**src/hdl/lfpd_pkg.sv**
```systemverilog
package lfpd_pkg;

	localparam int PIN_W     = 5;
	localparam int TIME_W    = 32;
	localparam int ECHO_W    = 20;
	localparam int DUTY_W    = 8;
	localparam int GAIN_W    = 8;
	localparam int POS_W     = 11;
	localparam int ERR_W     = 12;
	localparam int DIFF_W    = 13;
	localparam int DRIVE_W   = 16;

	localparam int MUL_A_W   = 19;
	localparam int MUL_B_W   = 32;
	localparam int MUL_P_W   = MUL_A_W + MUL_B_W;
	localparam int MUL_CNT_W = $clog2(MUL_A_W + 1);

	localparam int KDD_W     = 20;
	localparam int KMAG_W    = 30;
	localparam int KS_W      = KMAG_W + 1;
	localparam int NUM_W     = 53;

	localparam int DIV_N_W   = NUM_W - 1;
	localparam int DIV_D_W   = 32;
	localparam int DIV_CNT_W = $clog2(DIV_N_W + 1);

	localparam int THR_W     = 15;
	localparam int APB_AW    = 5;
	localparam int APB_DW    = 32;

	localparam logic [9:0]         MS_PER_S    = 10'd1000;
	localparam logic [5:0]         US_PER_CM   = 6'd58;
	localparam logic [DRIVE_W-1:0] DRIVE_POS_SAT = 16'h7fff;
	localparam logic [DRIVE_W-1:0] DRIVE_NEG_SAT = 16'h8000;

	localparam logic [2:0] REG_PROP_GAIN   = 3'd0;
	localparam logic [2:0] REG_DERIV_GAIN  = 3'd1;
	localparam logic [2:0] REG_CENTER      = 3'd2;
	localparam logic [2:0] REG_CRUISE_DUTY = 3'd3;
	localparam logic [2:0] REG_MAX_SPEED   = 3'd4;
	localparam logic [2:0] REG_STOP_DIST   = 3'd5;

	localparam logic [GAIN_W-1:0] RST_PROP_GAIN   = 8'd120;
	localparam logic [GAIN_W-1:0] RST_DERIV_GAIN  = 8'd35;
	localparam logic [POS_W-1:0]  RST_CENTER      = 11'd512;
	localparam logic [DUTY_W-1:0] RST_CRUISE_DUTY = 8'd60;
	localparam logic [DUTY_W-1:0] RST_MAX_SPEED   = 8'd100;
	localparam logic [7:0]        RST_STOP_DIST   = 8'd10;

	// 65536 / count, rounded up, for the centroid
	localparam logic [16:0] CNT_RECIP [8] = '{
		17'd0, 17'd65536, 17'd32768, 17'd21846, 17'd16384, 17'd13108, 17'd0, 17'd0
	};

	typedef struct packed {
		logic [GAIN_W-1:0] prop_gain;
		logic [GAIN_W-1:0] deriv_gain;
		logic [POS_W-1:0]  center_target;
		logic [DUTY_W-1:0] cruise_duty;
		logic [DUTY_W-1:0] max_speed;
		logic [7:0]        stop_distance_cm;
	} cfg_t;

	typedef struct packed {
		logic             all_seen;
		logic [POS_W-1:0] centroid;
	} decode_t;

	typedef enum logic [2:0] {
		ST_IDLE,
		ST_PREP,
		ST_MUL,
		ST_COMB,
		ST_DLOAD,
		ST_DIV,
		ST_SAT,
		ST_OUT
	} seq_state_t;

	function automatic decode_t lfpd_decode(input logic [PIN_W-1:0] pins);
		logic [PIN_W-1:0] seen;
		logic [2:0]       cnt;
		logic [3:0]       wsum;
		logic [20:0]      prod;
		decode_t          d;
		seen = ~pins;
		if (seen[1]) seen[0] = 1'b1;
		if (seen[3]) seen[4] = 1'b1;
		cnt  = '0;
		wsum = '0;
		for (int i = 0; i < PIN_W; i++) begin
			if (seen[i]) begin
				cnt  = cnt + 3'd1;
				wsum = wsum + 4'(i);
			end
		end
		prod       = {17'b0, wsum} * {4'b0, CNT_RECIP[cnt]};
		d.centroid = prod[18:8];
		d.all_seen = (cnt == 3'd5);
		return d;
	endfunction

endpackage

```
**src/hdl/lfpd_regs.sv**
```systemverilog
module lfpd_regs (
	input  logic                       clk,
	input  logic                       arst_n,
	input  logic                       psel,
	input  logic                       penable,
	input  logic                       pwrite,
	input  logic [lfpd_pkg::APB_AW-1:0] paddr,
	input  logic [lfpd_pkg::APB_DW-1:0] pwdata,
	output logic [lfpd_pkg::APB_DW-1:0] prdata,
	output logic                       pready,
	output lfpd_pkg::cfg_t             cfg
);
	import lfpd_pkg::*;

	cfg_t       cfg_q;
	logic [2:0] idx;
	logic       wr_en;

	assign pready = 1'b1;
	assign idx    = paddr[APB_AW-1:2];
	assign wr_en  = psel && penable && pwrite && pready;
	assign cfg    = cfg_q;

	always_ff @(posedge clk or negedge arst_n) begin
		if (!arst_n) begin
			cfg_q.prop_gain        <= RST_PROP_GAIN;
			cfg_q.deriv_gain       <= RST_DERIV_GAIN;
			cfg_q.center_target    <= RST_CENTER;
			cfg_q.cruise_duty      <= RST_CRUISE_DUTY;
			cfg_q.max_speed        <= RST_MAX_SPEED;
			cfg_q.stop_distance_cm <= RST_STOP_DIST;
		end else if (wr_en) begin
			case (idx)
				REG_PROP_GAIN:   cfg_q.prop_gain        <= pwdata[GAIN_W-1:0];
				REG_DERIV_GAIN:  cfg_q.deriv_gain       <= pwdata[GAIN_W-1:0];
				REG_CENTER:      cfg_q.center_target    <= pwdata[POS_W-1:0];
				REG_CRUISE_DUTY: cfg_q.cruise_duty      <= pwdata[DUTY_W-1:0];
				REG_MAX_SPEED:   cfg_q.max_speed        <= pwdata[DUTY_W-1:0];
				REG_STOP_DIST:   cfg_q.stop_distance_cm <= pwdata[7:0];
				default: ;
			endcase
		end
	end

	always_comb begin
		case (idx)
			REG_PROP_GAIN:   prdata = {24'b0, cfg_q.prop_gain};
			REG_DERIV_GAIN:  prdata = {24'b0, cfg_q.deriv_gain};
			REG_CENTER:      prdata = {21'b0, cfg_q.center_target};
			REG_CRUISE_DUTY: prdata = {24'b0, cfg_q.cruise_duty};
			REG_MAX_SPEED:   prdata = {24'b0, cfg_q.max_speed};
			REG_STOP_DIST:   prdata = {24'b0, cfg_q.stop_distance_cm};
			default:         prdata = '0;
		endcase
	end

endmodule

```
**src/hdl/lfpd_serial_mul.sv**
```systemverilog
module lfpd_serial_mul (
	input  logic                         clk,
	input  logic                         arst_n,
	input  logic                         start,
	input  logic [lfpd_pkg::MUL_A_W-1:0] a,
	input  logic [lfpd_pkg::MUL_B_W-1:0] b,
	output logic                         busy,
	output logic [lfpd_pkg::MUL_P_W-1:0] product
);
	import lfpd_pkg::*;

	logic [MUL_P_W-1:0]   acc_q;
	logic [MUL_B_W-1:0]   b_q;
	logic [MUL_CNT_W-1:0] cnt_q;
	logic                 busy_q;
	logic [MUL_B_W:0]     sum;
	logic [MUL_P_W-1:0]   acc_next;

	// shift-add, one multiplier bit per cycle, low bit first
	always_comb begin
		sum = {1'b0, acc_q[MUL_P_W-1:MUL_A_W]} + {1'b0, b_q};
		if (acc_q[0]) begin
			acc_next = {sum, acc_q[MUL_A_W-1:1]};
		end else begin
			acc_next = {1'b0, acc_q[MUL_P_W-1:MUL_A_W], acc_q[MUL_A_W-1:1]};
		end
	end

	always_ff @(posedge clk or negedge arst_n) begin
		if (!arst_n) begin
			busy_q <= 1'b0;
			cnt_q  <= '0;
		end else if (start) begin
			busy_q <= 1'b1;
			cnt_q  <= MUL_CNT_W'(MUL_A_W);
		end else if (busy_q) begin
			cnt_q <= cnt_q - MUL_CNT_W'(1);
			if (cnt_q == MUL_CNT_W'(1)) busy_q <= 1'b0;
		end
	end

	always_ff @(posedge clk) begin
		if (start) begin
			acc_q <= {{MUL_B_W{1'b0}}, a};
			b_q   <= b;
		end else if (busy_q) begin
			acc_q <= acc_next;
		end
	end

	assign busy    = busy_q;
	assign product = acc_q;

endmodule

```
**src/hdl/lfpd_serial_div.sv**
```systemverilog
module lfpd_serial_div (
	input  logic                         clk,
	input  logic                         arst_n,
	input  logic                         start,
	input  logic [lfpd_pkg::DIV_N_W-1:0] num,
	input  logic [lfpd_pkg::DIV_D_W-1:0] den,
	output logic                         busy,
	output logic [lfpd_pkg::DIV_N_W-1:0] quotient
);
	import lfpd_pkg::*;

	logic [DIV_D_W-1:0]   rem_q;
	logic [DIV_D_W-1:0]   den_q;
	logic [DIV_N_W-1:0]   quo_q;
	logic [DIV_CNT_W-1:0] cnt_q;
	logic                 busy_q;
	logic [DIV_D_W:0]     trial;

	// restoring division, one quotient bit per cycle
	assign trial = {rem_q, quo_q[DIV_N_W-1]} - {1'b0, den_q};

	always_ff @(posedge clk or negedge arst_n) begin
		if (!arst_n) begin
			busy_q <= 1'b0;
			cnt_q  <= '0;
		end else if (start) begin
			busy_q <= 1'b1;
			cnt_q  <= DIV_CNT_W'(DIV_N_W);
		end else if (busy_q) begin
			cnt_q <= cnt_q - DIV_CNT_W'(1);
			if (cnt_q == DIV_CNT_W'(1)) busy_q <= 1'b0;
		end
	end

	always_ff @(posedge clk) begin
		if (start) begin
			rem_q <= '0;
			quo_q <= num;
			den_q <= den;
		end else if (busy_q) begin
			if (!trial[DIV_D_W]) begin
				rem_q <= trial[DIV_D_W-1:0];
				quo_q <= {quo_q[DIV_N_W-2:0], 1'b1};
			end else begin
				rem_q <= {rem_q[DIV_D_W-2:0], quo_q[DIV_N_W-1]};
				quo_q <= {quo_q[DIV_N_W-2:0], 1'b0};
			end
		end
	end

	assign busy     = busy_q;
	assign quotient = quo_q;

endmodule

```
**src/hdl/line_follow_pd_drive_top.sv**
```systemverilog
// PD line follower drive with obstacle stop. Each transfer on the input channel
// brings the five sensor pin levels, a millisecond time stamp and an echo time,
// and yields one result: both motor duties, the obstacle flag, the Q8 position
// error and the PD drive that was applied. One item is worked on at a time: the
// next input transfer waits until the bit-serial multiplier (gain*error times
// elapsed ms) and the bit-serial restoring divider (the division by elapsed ms)
// have finished with it. A finished result sits in the output register, so a
// stalled output only holds the block once the following item is done. Gains,
// setpoint, speeds and stop distance are to be written over the APB port only
// while no item is in flight; the block itself does not enforce this.
module line_follow_pd_drive_top (
	input  logic                         clk,
	input  logic                         arst_n,
	input  logic                         in_valid,
	output logic                         in_stall,
	input  logic [lfpd_pkg::PIN_W-1:0]   pin_levels,
	input  logic [lfpd_pkg::TIME_W-1:0]  now_ms,
	input  logic [lfpd_pkg::ECHO_W-1:0]  echo_us,
	output logic                         out_valid,
	input  logic                         out_stall,
	output logic [lfpd_pkg::DUTY_W-1:0]  right_duty,
	output logic [lfpd_pkg::DUTY_W-1:0]  left_duty,
	output logic                         obstacle,
	output logic signed [lfpd_pkg::ERR_W-1:0]   position_error,
	output logic signed [lfpd_pkg::DRIVE_W-1:0] drive_value,
	input  logic                         psel,
	input  logic                         penable,
	input  logic                         pwrite,
	input  logic [lfpd_pkg::APB_AW-1:0]  paddr,
	input  logic [lfpd_pkg::APB_DW-1:0]  pwdata,
	output logic [lfpd_pkg::APB_DW-1:0]  prdata,
	output logic                         pready
);
	import lfpd_pkg::*;

	cfg_t       cfg;
	seq_state_t state_q, state_nxt;

	logic in_take, mul_start, div_start, out_load;

	// per-item working registers
	logic [ERR_W-1:0]   err_q;
	logic [DIFF_W-1:0]  diff_q;
	logic [TIME_W-1:0]  dt_q;
	logic               dt_zero_q;
	logic               all_q;
	logic               obst_q;
	logic [KDD_W-1:0]   kdd_q;
	logic [KMAG_W-1:0]  kmag_q;
	logic [KS_W-1:0]    ks_q;
	logic [NUM_W-1:0]   num_q;
	logic               neg_q;
	logic               sat_q;
	logic [DRIVE_W-1:0] drive_q;

	// state carried between items
	logic [ERR_W-1:0]   prev_err_q;
	logic [TIME_W-1:0]  prev_time_q;
	logic [DRIVE_W-1:0] held_q;

	logic               out_valid_q;
	logic [DUTY_W-1:0]  out_right_q, out_left_q;
	logic               out_obst_q;
	logic [ERR_W-1:0]   out_err_q;
	logic [DRIVE_W-1:0] out_drive_q;

	decode_t            dec;
	logic [ERR_W-1:0]   err_in;
	logic [DIFF_W-1:0]  diff_in;
	logic [THR_W-1:0]   echo_thr;
	logic [POS_W-1:0]   err_mag;
	logic [ERR_W-1:0]   diff_mag;
	logic [MUL_A_W-1:0] mul_a;
	logic [MUL_B_W-1:0] dt_eff;
	logic               mul_busy, div_busy;
	logic [MUL_P_W-1:0] product;
	logic [DIV_N_W-1:0] quotient;
	logic [DIV_N_W-1:0] num_mag;
	logic [NUM_W-1:0]   prod_signed;
	logic [DIV_N_W-9:0] drv_mag;
	logic [DRIVE_W-1:0] drv_new;
	logic [17:0]        right_sum, left_sum;
	logic [DUTY_W-1:0]  right_clamp, left_clamp;

	lfpd_regs u_regs (
		.clk     (clk),
		.arst_n  (arst_n),
		.psel    (psel),
		.penable (penable),
		.pwrite  (pwrite),
		.paddr   (paddr),
		.pwdata  (pwdata),
		.prdata  (prdata),
		.pready  (pready),
		.cfg     (cfg)
	);

	// front end on the transfer
	always_comb begin
		dec      = lfpd_decode(pin_levels);
		err_in   = {1'b0, cfg.center_target} - {1'b0, dec.centroid};
		diff_in  = {err_in[ERR_W-1], err_in} - {prev_err_q[ERR_W-1], prev_err_q};
		echo_thr = THR_W'(({7'b0, cfg.stop_distance_cm} + 15'd1) * {9'b0, US_PER_CM});
	end

	always_comb begin
		err_mag  = err_q[ERR_W-1] ? POS_W'(-err_q) : err_q[POS_W-1:0];
		diff_mag = diff_q[DIFF_W-1] ? ERR_W'(-diff_q) : diff_q[ERR_W-1:0];
		mul_a    = {11'b0, cfg.prop_gain} * {8'b0, err_mag};
		dt_eff   = dt_zero_q ? MUL_B_W'(1) : dt_q;
	end

	lfpd_serial_mul u_mul (
		.clk     (clk),
		.arst_n  (arst_n),
		.start   (mul_start),
		.a       (mul_a),
		.b       (dt_eff),
		.busy    (mul_busy),
		.product (product)
	);

	always_comb begin
		prod_signed = err_q[ERR_W-1] ? -{2'b0, product} : {2'b0, product};
		num_mag     = num_q[NUM_W-1] ? DIV_N_W'(-num_q) : num_q[DIV_N_W-1:0];
	end

	lfpd_serial_div u_div (
		.clk      (clk),
		.arst_n   (arst_n),
		.start    (div_start),
		.num      (num_mag),
		.den      (dt_eff),
		.busy     (div_busy),
		.quotient (quotient)
	);

	// saturate the divided drive
	always_comb begin
		drv_mag = quotient[DIV_N_W-1:8];
		if (sat_q) begin
			drv_new = ks_q[KS_W-1] ? DRIVE_NEG_SAT : DRIVE_POS_SAT;
		end else if (neg_q) begin
			if (drv_mag > (DIV_N_W-8)'(32768)) drv_new = DRIVE_NEG_SAT;
			else drv_new = DRIVE_W'(-drv_mag[DRIVE_W-1:0]);
		end else begin
			if (drv_mag > (DIV_N_W-8)'(32767)) drv_new = DRIVE_POS_SAT;
			else drv_new = drv_mag[DRIVE_W-1:0];
		end
	end

	// duty clamp
	always_comb begin
		right_sum = {10'b0, cfg.cruise_duty} + {{2{drive_q[DRIVE_W-1]}}, drive_q};
		left_sum  = {10'b0, cfg.cruise_duty} - {{2{drive_q[DRIVE_W-1]}}, drive_q};
		if (right_sum[17]) right_clamp = '0;
		else if (right_sum > {10'b0, cfg.max_speed}) right_clamp = cfg.max_speed;
		else right_clamp = right_sum[DUTY_W-1:0];
		if (left_sum[17]) left_clamp = '0;
		else if (left_sum > {10'b0, cfg.max_speed}) left_clamp = cfg.max_speed;
		else left_clamp = left_sum[DUTY_W-1:0];
	end

	// sequencer: next state
	always_comb begin
		state_nxt = state_q;
		case (state_q)
			ST_IDLE:  if (in_valid) state_nxt = ST_PREP;
			ST_PREP:  state_nxt = ST_MUL;
			ST_MUL:   if (!mul_busy) state_nxt = ST_COMB;
			ST_COMB:  state_nxt = ST_DLOAD;
			ST_DLOAD: state_nxt = ST_DIV;
			ST_DIV:   if (!div_busy) state_nxt = ST_SAT;
			ST_SAT:   state_nxt = ST_OUT;
			ST_OUT:   if (!out_valid_q || !out_stall) state_nxt = ST_IDLE;
			default:  state_nxt = ST_IDLE;
		endcase
	end

	// sequencer: outputs
	always_comb begin
		in_stall  = 1'b1;
		mul_start = 1'b0;
		div_start = 1'b0;
		out_load  = 1'b0;
		case (state_q)
			ST_IDLE:  in_stall  = 1'b0;
			ST_PREP:  mul_start = 1'b1;
			ST_DLOAD: div_start = 1'b1;
			ST_OUT:   out_load  = !out_valid_q || !out_stall;
			default: ;
		endcase
	end

	assign in_take = in_valid && !in_stall;

	always_ff @(posedge clk or negedge arst_n) begin
		if (!arst_n) begin
			state_q     <= ST_IDLE;
			prev_err_q  <= '0;
			prev_time_q <= '0;
			held_q      <= '0;
			out_valid_q <= 1'b0;
		end else begin
			state_q <= state_nxt;
			if (in_take) begin
				prev_err_q  <= err_in;
				prev_time_q <= now_ms;
			end
			if (state_q == ST_SAT && !all_q) held_q <= drv_new;
			if (out_load) out_valid_q <= 1'b1;
			else if (!out_stall) out_valid_q <= 1'b0;
		end
	end

	always_ff @(posedge clk) begin
		if (in_take) begin
			err_q     <= err_in;
			diff_q    <= diff_in;
			dt_q      <= now_ms - prev_time_q;
			dt_zero_q <= (now_ms == prev_time_q);
			all_q     <= dec.all_seen;
			obst_q    <= ({5'b0, echo_thr} > echo_us);
		end
		if (state_q == ST_PREP) kdd_q <= {12'b0, cfg.deriv_gain} * {8'b0, diff_mag};
		if (state_q == ST_MUL) begin
			kmag_q <= {10'b0, kdd_q} * {20'b0, MS_PER_S};
			ks_q   <= diff_q[DIFF_W-1] ? -{1'b0, kmag_q} : {1'b0, kmag_q};
		end
		if (state_q == ST_COMB) begin
			num_q <= prod_signed + {{(NUM_W-KS_W){ks_q[KS_W-1]}}, ks_q};
			sat_q <= dt_zero_q && (ks_q != '0);
		end
		if (state_q == ST_DLOAD) neg_q <= num_q[NUM_W-1];
		if (state_q == ST_SAT) drive_q <= all_q ? held_q : drv_new;
		if (out_load) begin
			out_right_q <= obst_q ? '0 : right_clamp;
			out_left_q  <= obst_q ? '0 : left_clamp;
			out_obst_q  <= obst_q;
			out_err_q   <= err_q;
			out_drive_q <= drive_q;
		end
	end

	assign out_valid      = out_valid_q;
	assign right_duty     = out_right_q;
	assign left_duty      = out_left_q;
	assign obstacle       = out_obst_q;
	assign position_error = $signed(out_err_q);
	assign drive_value    = $signed(out_drive_q);

`ifndef SYNTH
	a_obst_stops: assert property (@(posedge clk) disable iff (!arst_n)
		out_valid && obstacle |-> right_duty == '0 && left_duty == '0)
		else $error("obstacle result with nonzero duty");

	a_take_blocks: assert property (@(posedge clk) disable iff (!arst_n)
		in_valid && !in_stall |=> in_stall)
		else $error("second transfer while an item is in flight");

	a_mul_in_state: assert property (@(posedge clk) disable iff (!arst_n)
		mul_busy |-> state_q == ST_MUL)
		else $error("multiplier running outside its step");

	a_div_in_state: assert property (@(posedge clk) disable iff (!arst_n)
		div_busy |-> state_q == ST_DIV)
		else $error("divider running outside its step");
`endif

endmodule

```
**config.mk**
```make
export PLATFORM = sky130hd
export DESIGN_NAME = line_follow_pd_drive_top
export DESIGN_NICKNAME = d
export VERILOG_FILES = /design/src/hdl/lfpd_pkg.sv /design/src/hdl/lfpd_regs.sv /design/src/hdl/lfpd_serial_mul.sv /design/src/hdl/lfpd_serial_div.sv /design/src/hdl/line_follow_pd_drive_top.sv
export SDC_FILE = /design/constraint.sdc
export NUM_CORES = 2
export LEC_CHECK = 0
export BUFFER_PORTS_ARGS = -buffer_cell sky130_fd_sc_hd__buf_2
export CAP_MARGIN = 25
export CORE_MARGIN = 2
export CORE_UTILIZATION = 45
export DETAILED_ROUTE_END_ITERATION = 10
export GPL_ROUTABILITY_DRIVEN = 0
export GPL_TIMING_DRIVEN = 0
export PLACE_DENSITY = 0.67
export SETUP_SLACK_MARGIN = 0.3
export SLEW_MARGIN = 0
export SYNTH_ARGS = -nofsm -noshare
export SYNTH_HDL_FRONTEND = slang
export SYNTH_SLANG_ARGS = --single-unit
export TNS_END_PERCENT = 5
```
**constraint.sdc**
```tcl
create_clock -name clk -period 15.07 [get_ports clk]
set_input_delay 0.7535 -clock clk [delete_from_list [all_inputs] [get_ports clk]]
set_output_delay 0.7535 -clock clk [all_outputs]
set_load 0.01 [all_outputs]
```
==> summary by stage <==
Clock network
Hold repair after CTS inserted 0 buffers. Clock-pin slew was measured on the worst setup and hold paths at 0.06 ns. The clock drives 578 sinks. The post-cts repair resize count is 0. The tree is rooted in a clkbuf_16. In this run the post-CTS setup repair buffer count came out at 0. TritonCTS built the clock tree. Counting the buffers created by CTS gives 66. The H-tree depth is 3. Clock latency on the worst-skew pair, taken at its later pin, is 0.63 ns.

The clock passes through at most 3 buffers.

Timing
The aggregate negative setup slack is 0 ns. The worst slew margin relative to its limit is 29.70%. The final critical path time including I/O delays and setup is 8.401 ns. The hold violation total from the final report is 0. Setup repair after global routing left no endpoint under its margin. The highest clock frequency the design can meet is 0.1190 GHz. For the pin with the worst max-slew slack, the measured transition is 1.055 ns. The worst clock skew on the final layout is 0.02358 ns. The final cycle utilization of the critical path is 55.75%. Setup violations remaining at the end of the flow were counted as 0. The max-slew violation count is 0.

Worst setup path
The slowest stage of the critical path belongs to the cell fa_1. Setup slack on the worst reg-to-reg path comes out at 8.45 ns. The logic depth of the worst register-to-register path is 20. The worst path arrival time is 8.75 ns. The nature of the critical path startpoint is an input pin.

The maximum fanout along the worst path is 7. The worst register-to-register path ends at u_mul.product[17]. The startpoint of the lowest-slack register-to-register path is err_q[11]. The required time of the worst setup path is 15.42 ns. The longest individual stage delay on the worst path is 0.48 ns. STA classifies the critical path endpoint as a register. The startpoint-to-endpoint class of the critical path is in -> reg.

Cells and area
The number of fillers in the final layout is 9123. The count of nets after finishing is 5640. The layout overhead on the synthesized area is 11.01%.

The sequential cell area is 16100 sq um. The multi-input combinational cells in the finished layout cover a total of 27340 sq um. Of the cells placed in the final design, the portion with a size suffix greater than 1 is 7.922%.

Route
The average vias per placed instance is 5.488. The length of the first detailed-routing pass in iterations is 6. For this block, the routed nets add up to 112200 um of wire.

The violation count after the first detailed-route iteration is 2556. The average wire per standard cell is 17.76 um. Detailed routing inserted a total of 34.68k vias. For this run, design rule violations remaining after detail routing come to 0. The detail route stage leaves a number of antenna-violating nets equal to 0.

Logic synthesis
The number of synthesized flops with an enable pin is 386. For this run, the number of Yosys warnings is 0. Summing every instance area after synthesis gives 45670 sq um. The share of synthesized area occupied by flip-flops and latches is 35.25%. The most common flop cell mapped by yosys is edfxtp_1.

The number of synthesized register bits is 578. Counting every instance in the synthesized netlist gives 4673. The number of distinct library cell variants in the gate-level netlist after synthesis is 85. Dividing the synthesized area by the synthesized cell count gives 9.773 sq um. The fraction of registers with async set/reset is 22.15%. The largest area contributor in the synthesized netlist is edfxtp_1. Ranked by total cell area, the synthesized netlist is headed by edfxtp_1 (25%), ha_1 (11%), fa_1 (9.5%).

Summed over its instances, the top area cell type makes up 25.38% of the synthesized netlist area.

Global route
The pin count of the biggest net entering global routing is 94. The initial antenna violation count is 2. The first global-routing pass estimated 180000 um of wire. The total global-route track usage is 21.49%. The number of global-route vias before repair is 34.07k. Global routing finished with a remaining overflow of 0.

Placement
Port buffering added 134 buffers. The estimated wirelength of the detail-placed design is 88470 um.

Floorplan
The placement row count is 116. The floorplan die width is 322.6 um. Pin placement for this block handled 181 I/O pins. The initial utilization of the core area, before any placement, comes to 45.54%. The die footprint is 104100 sq um.

The die height is 322.6 um. The core region is 100300 sq um.

Outcome
The run finished with clean final reports.

Job
Across the run, the number of max-cap violations was 0.

Hold path
The classification of the worst-slack hold path is in -> async.
[cell usage after synthesis (all sizes together), types with 25 or more instances]
| cell type | n |
|---|---|
| a211oi | 34 |
| a21o | 108 |
| a21oi | 246 |
| a31oi | 40 |
| and2 | 99 |
| and3 | 36 |
| buf | 32 |
| clkbuf | 138 |
| dfrtp | 111 |
| dfxtp | 64 |
| edfxtp | 386 |
| fa | 216 |
| ha | 415 |
| inv | 428 |
| mux2 | 51 |
| mux2i | 70 |
| nand2 | 455 |
| nand2b | 52 |
| nand3 | 58 |
| nor2 | 191 |
| nor2b | 80 |
| nor3 | 71 |
| nor4 | 25 |
| o21a | 36 |
| o21ai | 406 |
| o21bai | 34 |
| o31ai | 61 |
| o41ai | 26 |
| or3 | 47 |
| or4 | 28 |
| xnor2 | 254 |
| xor2 | 133 |
[cells by family (layout without fill, tap and decap cells)]
family | after synthesis | after routing | share of synthesized area, %
muxes | 122 | 122 | 2.841
buffers and inverters | 599 | 867 | 5.112
other | 2 | 23 | 0.01644
DFF | 578 | 578 | 35.25
xor gates and xnor gates | 388 | 388 | 7.471
AOI/OAI and AO/OA | 1125 | 1125 | 15.18
and+or+nand+nor | 1227 | 1227 | 13.28
adders and majority gates | 632 | 632 | 20.86
[worst max-delay path: cells and delay by family]
family	cells	cell delay (ns)
adders and majority gates	6	1.90
xor gates and xnor gates	6	1.03
and+or+nand+nor	9	1.49
AOI/OAI and AO/OA	13	2.72
buffers and inverters	5	0.84
[layout by cell type (no fill, tap or decap), types with 52 or more instances in the layout]
master	instances
fa_1	216
dfrtp_1	111
and2_1	99
ha_1	415
clkbuf_16	68
buf_2	135
nor3_1	71
o31ai_1	61
a21o_1	108
mux2i_1	70
nand2_1	455
xor2_1	133
inv_1	425
nand2b_1	52
a21oi_1	245
o21ai_0	404
edfxtp_1	386
xnor2_1	254
clkbuf_1	148
nand3_1	58
nor2_1	190
dfxtp_1	64
nor2b_1	80
[layer usage]
layer  GRT usage (%)  routed length (um)  vias up
met3           3.014                5953      181
li1                -                   -    16920
met4           5.504                2670        2
met5               0                  13        -
met2           36.89               54350      846
met1           28.47               49260    16730
[state kept, by name, summed over array words and instances, names as in the netlist, 20 cells and up]
signal	count
num_q	53
u_div.quotient	52
u_mul.product	51
u_regs.cfg	51
dt_q	32
prev_time_q	32
u_div.den_q	32
u_div.rem_q	32
u_mul.b_q	32
ks_q	28
kmag_q	27
kdd_q	20
[layout make-up]
cell class	count	share of cell area, %
Buffer	170	1.439
Timing Repair Buffer	147	1.784
Sequential cell	578	31.75
Antenna cell	1	0.004936
Clock inverter	36	0.9675
Clock buffer	85	3.601
Inverter	429	3.176
Multi-Input combinational cell	3516	53.93
Tap cell	1357	3.349
[stage by stage]
stage,cell area [sq um],instances,utilization [%],hold slack (ns),setup WS (ns)
after floorplan,45750,4693,-,0.4244,7.319
after global placement,48110,6184,47.97,0.4418,6.254
after detailed placement,48360,6196,48.22,0.4596,6.109
after CTS,50680,6317,50.53,0.03484,6.712
after global routing,50690,6318,50.55,0.06356,5.987
final,50700,6319,50.55,0.05713,6.669
[how the worst max path moves through the flow]
stage / from / end / slack, ns / cells past startpoint
5_1_grt: pin_levels[1] / diff_q[11] / 5.99 / 39
4_1_cts: pin_levels[1] / diff_q[11] / 6.71 / 39
6_report: pin_levels[1] / diff_q[11] / 6.67 / 39
3_3_place_gp: pin_levels[1] / diff_q[11] / 6.25 / 39
3_5_place_dp: pin_levels[1] / diff_q[11] / 6.11 / 39
2_1_floorplan: pin_levels[1] / diff_q[11] / 7.32 / 36
Power is left out: the tool's default activity adds up to more than one toggle a clock period on the data nets, which glitch-free logic cannot reach.
